`config.mk`:
```
export PLATFORM = sky130hd
export DESIGN_NAME = rsqa_ctrl
export DESIGN_NICKNAME = d
export VERILOG_FILES = /design/src/rsqa_pkg.sv /design/src/rsqa_ctrl.sv
export SDC_FILE = /design/constraint.sdc
export NUM_CORES = 1
export LEC_CHECK = 0
export ABC_CLOCK_PERIOD_IN_PS = 3200
export CORE_AREA = 5 5 42 44
export DETAILED_ROUTE_END_ITERATION = 10
export DIE_AREA = 0 0 47 49
export DONT_BUFFER_PORTS = 1
export PLACE_DENSITY_LB_ADDON = 0.15
export SETUP_SLACK_MARGIN = 0.3
export SYNTH_ARGS = -nofsm -noshare
export SYNTH_HDL_FRONTEND = slang
export SYNTH_SLANG_ARGS = --single-unit
```
`constraint.sdc`:
```
create_clock -name clk -period 3.2 [get_ports clk]
set_input_delay 0.16 -clock clk [delete_from_list [all_inputs] [get_ports clk]]
set_output_delay 0.16 -clock clk [all_outputs]
set_load 0.01 [all_outputs]
```
`src/rsqa_pkg.sv`:
```
// Shared constants, types and codes for the R squared accumulator.
package rsqa_pkg;

  localparam int MAX_SAMPLES   = 4096;
  localparam int SAMPLE_BITS   = 16;
  localparam int FRACTION_BITS = 16;

  localparam int CNT_W  = 13;
  localparam int SUM_W  = 29;
  localparam int SQ_W   = 43;
  localparam int RES_W  = 47;
  localparam int KSQ_W  = 2 * SAMPLE_BITS - 1;
  localparam int DSQ_W  = 2 * SAMPLE_BITS;
  localparam int SKSQ_W = 2 * SUM_W;
  localparam int D_W    = SQ_W + CNT_W;
  localparam int NUM_W  = RES_W + CNT_W;
  localparam int DVD_W  = NUM_W + FRACTION_BITS;
  localparam int DCNT_W = $clog2(DVD_W + 1);
  localparam int MCNT_W = $clog2(CNT_W);

  localparam int RSQ_W = 20;
  localparam int TSS_W = 42;
  localparam int RSS_W = 46;
  localparam int Q_W   = TSS_W;

  localparam logic [RSQ_W-1:0] RSQ_MIN = {1'b1, {(RSQ_W-1){1'b0}}};
  localparam logic [RSQ_W-1:0] RSQ_ONE = RSQ_W'(2 ** FRACTION_BITS);
  localparam logic [Q_W-1:0]   RSQ_SAT_Q = Q_W'(2 ** (RSQ_W - 1) + 2 ** FRACTION_BITS);

  typedef enum logic {
    DIV_SST,
    DIV_RSQ
  } rsqa_div_sel_t;

  typedef enum logic [2:0] {
    ST_ACC,
    ST_MUL,
    ST_SUB,
    ST_DIV1_GO,
    ST_DIV1_WAIT,
    ST_DIV2_GO,
    ST_DIV2_WAIT,
    ST_OUT
  } rsqa_state_t;

  typedef struct packed {
    logic          acc;
    logic          capture;
    logic          mul_step;
    logic          sub;
    logic          div_start;
    rsqa_div_sel_t div_sel;
    logic          sst_load;
    logic          rsq_load;
    logic          zero_load;
    logic          load_out;
  } rsqa_cmd_t;

  typedef struct packed {
    logic mul_done;
    logic div_done;
    logic d_zero;
  } rsqa_sts_t;

endpackage

```
`src/rsqa_ctrl.sv`:
```
// Controller state machine that sequences accumulation, products, divisions and output.
module rsqa_ctrl import rsqa_pkg::*; (
  input  logic      clk,
  input  logic      rst_n,
  input  logic      in_valid,
  input  logic      in_last_sample,
  output logic      in_stall,
  output logic      out_valid,
  input  logic      out_stall,
  input  rsqa_sts_t sts,
  output rsqa_cmd_t cmd
);

  rsqa_state_t state_r, state_nxt;
  logic        out_valid_r, out_valid_nxt;

  always_ff @(posedge clk) begin
    if (!rst_n) begin
      state_r     <= ST_ACC;
      out_valid_r <= 1'b0;
    end else begin
      state_r     <= state_nxt;
      out_valid_r <= out_valid_nxt;
    end
  end

  always_comb begin
    state_nxt     = state_r;
    out_valid_nxt = out_valid_r && out_stall;
    cmd           = '0;
    cmd.div_sel   = DIV_SST;
    unique case (state_r)
      ST_ACC: begin
        if (in_valid) begin
          cmd.acc = 1'b1;
          if (in_last_sample) begin
            cmd.capture = 1'b1;
            state_nxt   = ST_MUL;
          end
        end
      end
      ST_MUL: begin
        cmd.mul_step = 1'b1;
        if (sts.mul_done) begin
          state_nxt = ST_SUB;
        end
      end
      ST_SUB: begin
        cmd.sub   = 1'b1;
        state_nxt = ST_DIV1_GO;
      end
      ST_DIV1_GO: begin
        cmd.div_start = 1'b1;
        state_nxt     = ST_DIV1_WAIT;
      end
      ST_DIV1_WAIT: begin
        if (sts.div_done) begin
          cmd.sst_load = 1'b1;
          state_nxt    = ST_DIV2_GO;
        end
      end
      ST_DIV2_GO: begin
        cmd.div_sel = DIV_RSQ;
        if (sts.d_zero) begin
          cmd.zero_load = 1'b1;
          state_nxt     = ST_OUT;
        end else begin
          cmd.div_start = 1'b1;
          state_nxt     = ST_DIV2_WAIT;
        end
      end
      ST_DIV2_WAIT: begin
        cmd.div_sel = DIV_RSQ;
        if (sts.div_done) begin
          cmd.rsq_load = 1'b1;
          state_nxt    = ST_OUT;
        end
      end
      ST_OUT: begin
        if (!out_valid_r || !out_stall) begin
          cmd.load_out  = 1'b1;
          out_valid_nxt = 1'b1;
          state_nxt     = ST_ACC;
        end
      end
      default: begin
        state_nxt = ST_ACC;
      end
    endcase
  end

  assign in_stall  = (state_r != ST_ACC);
  assign out_valid = out_valid_r;

endmodule

```
[Yosys cells after proc, flatten, opt, wreduce, memory -nomap -nowiden]
Index checks and enable logic that the tools add are counted.
Cells by class
  multiplexer cells: 25
  reductions and logical operators: 8
  equal/unequal tests: 13
Operator list (number)
  $pmux 3 s8: 1
  $mux 3: 6
  $mux 1: 15
  $eq 3x3->1 const B: 4
  $ne 2x2->1 const B: 6
  $eq 3x2->1 const B: 2
  $reduce_and 6->1: 1
  $mux 2: 2
  $eq 3x1->1 const B: 1
  $logic_not 3->1: 1
  $reduce_bool 3->1: 1
  $logic_not 1->1: 2
  $pmux 1 s2: 1
  $reduce_or 2->1: 1
  $logic_and 1x1->1: 1
  $logic_or 1x1->1: 1
Word-level totals
  bits in registers: 4
  output and inout bits: 12
  logic and storage cells: 48

[Logic depth before layout (Yosys ltp)]
  depth after elaboration: 4
  gate-level depth with buffers: 4
  depth with buffers taken out: 3

[Worst setup path before layout]
Ideal clock, no wire load.
  path type: reg-to-output
  start point: register state_r[0]
  end point: output cmd[4] (netlist name)
  data arrival time: 933 ps
  path buffers: 1
  stages on the path, launching flop included: 4
  path slack: 2107 ps
  cells stage by stage: dfxtp_1 -> buf_2 -> nand2b_1 -> a21boi_0
RTL lines
  start: declaration: RTL line rsqa_ctrl.sv:14  | rsqa_state_t state_r, state_nxt;
  start signal: assignment: RTL line rsqa_ctrl.sv:22  | state_r <= state_nxt;
  end: declaration: RTL line rsqa_ctrl.sv:11  | output rsqa_cmd_t cmd

==> flow_summary.toml <==
[run_status]
status = "finished clean"

[floorplan]
fp-row-count = 14
die_x_um = 47
initial_core_util_pct = 22.0
die_h_um = 49
core_area_sq_um = 1400
pin_count = 20
die_area_sq_um = 2300

[clock_network]
post_cts_buffers = 0
clock_latency_ns = 0.23
cts_made_buffers = 3
cts_resized = 0
clock_sinks = 4
cts_tree = "done"
path_clk_slew_ns = 0.03
root_buffer = "clkbuf_4"
cts.htree.levels = 1
holdBufCountCts = 0
clock_path_buffers = 2

[power]
p_total_w = 0.000147
power.internal_w = 0.000107
powerDensity_nw_per_um2 = 443
p_sw_w = 0.0000402
leakage_nw = 0.125
pwr-share-clk_pct = 40.0
p_comb_share_pct = 18.4
switching_share_pct = 27.3
peakVddDrop_v = 0.000272
pwr-share-seq_pct = 41.6

[cells_and_area]
fill_cells = 165
fin_util_pct = 23.8
drive_gt1_share_pct = 14.6
seq_area_sq_um = 80.1
multi_input_area_sq_um = 203
syn_to_final_growth_pct = 8.13
fin_nets = 51
diodes = 0

[critical_path]
path_common_cell = "nor2b_1"
required_ns = 3.04
cp_max_fo = 15
crit_buf_inv = 0
cp_top_family = "flip-flops"
worstSetupEndpointType = "primary output"
critPathLaunchType = "register"
crit_path_max_incr_delay_ns = 0.56
worstPathCellList = "nor2b_1 > nor2b_1 > o21a_1"
arrival_ns = 1.34
slowest_stage = "dfxtp_1"
crit_type = "reg -> out"

[routing]
viasPerCell = 5.00
drt_iter0_drc = 5
routedWlPerCell_um = 12.5
drc = 0
vias = 285
ant_nets = 0
drt_pass1_iterations = 4
wl_um = 715

[yosys]
ys_warn_count = 0
netlist_area_sq_um = 308
ys_seq_elements = 4
synth_seq_area_share_pct = 26.0
synthCells = 41
synth_fp_nets = 49
synth.distinct_cells = 22
syn_avg_cell_area_sq_um = 7.51

[sta]
rsz0062_at_grt = "no"
setup_slack_ns = 1.70
layout_min_cycle_time_ns = 1.50
fmax_mhz = 669
holdWs_ns = 0.0697
slew_headroom_pct = 72.2
skew_ns = 0.00153
period_share_pct = 46.7
hold_viol = 0
fin_tns_setup_ns = 0
drv_slew = 0
setup_viol = 0
worst_pin_slew_ns = 0.416

[flow_run]
cap_viol_max_count = 0

[place]
gp_congestion = 0.677
io_buffers = 0
pre_cts_slack_ns = 1.94

[global_routing]
grt_pass1_wl_um = 1130
grt_pass1_vias = 252
grt_util_all_layers_pct = 7.04
grt-ovfl-total = 0
antenna_found_initial = 0
grt_max_degree = 16

[hold_path]
holdCritPathClass = "in -> reg"
## cells in the mapped netlist
cell type	instances	area, sq um
a21oi_2	1	8.76
nor4_2	1	12.5
nor2b_1	4	25.0
nor3b_1	2	15.0
o311a_1	1	10.0
or3_4	1	11.3
nand2_1	3	11.3
o21bai_1	1	7.51
buf_4	1	7.51
nor3_1	2	10.0
a21boi_0	1	7.51
nand4_1	2	12.5
and4b_1	1	10.0
nand2b_1	2	12.5
a21oi_1	3	15.0
a31oi_1	1	6.26
dfxtp_1	4	80.1
nor2_1	4	15.0
nand3_1	1	5.00
buf_2	2	10.0
o21a_1	1	7.51
inv_1	2	7.51
## state kept, by name, summed over array words and instances, names as in the netlist
name / flops
state_r: 3
out_valid: 1
## cell families after synthesis
group / synth area share, %
flops: 26.0
simple gates: 45.5
buf+inv: 8.13
compound gates: 20.3
## cell usage in the layout (no fill, tap or decap)
master,synthesis,final
and4b_1,1,1
nand3_1,1,1
o21bai_1,1,1
nor2_1,4,4
a31oi_1,1,1
nand2_1,3,3
dfxtp_1,4,4
inv_1,2,2
a21oi_1,3,3
nor3b_1,2,2
clkbuf_4,0,3
nor4_2,1,1
a21oi_2,1,1
nand2b_1,2,2
o311a_1,1,1
nor2b_1,4,4
o21a_1,1,1
nand4_1,2,2
a21boi_0,1,1
nor3_1,2,2
or3_4,1,1
## per-stage QoR
stage | instances | area [sq um]
3_5_place_dp | 54 | 310
4_1_cts | 57 | 333
5_1_grt | 57 | 333
3_3_place_gp | 54 | 310
6_report | 57 | 333
2_1_floorplan | 41 | 308
## cell type report
| class | instances | area share [%] |
|---|---|---|
| Inverter | 2 | 2.26 |
| Clock buffer | 3 | 6.77 |
| Sequential cell | 4 | 24.1 |
| Multi-Input combinational cell | 32 | 60.9 |
| Tap cell | 16 | 6.02 |
## metal layers
layer  vias to the layer above  global-route usage, %  routed length [um]
li1                        147                      -                   -
met1                       122                   7.91                 294
met2                        14                   8.60                 317
met3                         2                   6.27                  86
met4                         0                   4.15                  17
met5                         -                      0                   0
## power by group through the flow
stage / clock network, W / registers, W / logic, W
detailed placement: 0 / 0.0000621 / 0.0000278
global route: 0.0000689 / 0.0000623 / 0.0000311
finish: 0.0000589 / 0.0000614 / 0.0000271
floorplan: 0 / 0.0000555 / 0.0000318
global placement: 0 / 0.0000617 / 0.0000278
CTS: 0.0000618 / 0.0000614 / 0.0000280
## final timing paths
kind	slack [ns]	to	depth (start not counted)	from
max	1.70	cmd[5]	3	state_r[2]$_SDFFE_PN0P_
min	0.07	out_valid$_SDFF_PN0_	2	out_stall
max reg2reg	1.96	state_r[0]$_SDFFE_PN0P_	3	state_r[0]$_SDFFE_PN0P_
min reg2reg	0.57	out_valid$_SDFF_PN0_	2	out_valid$_SDFF_PN0_
Power figures use the tool's default switching activity.
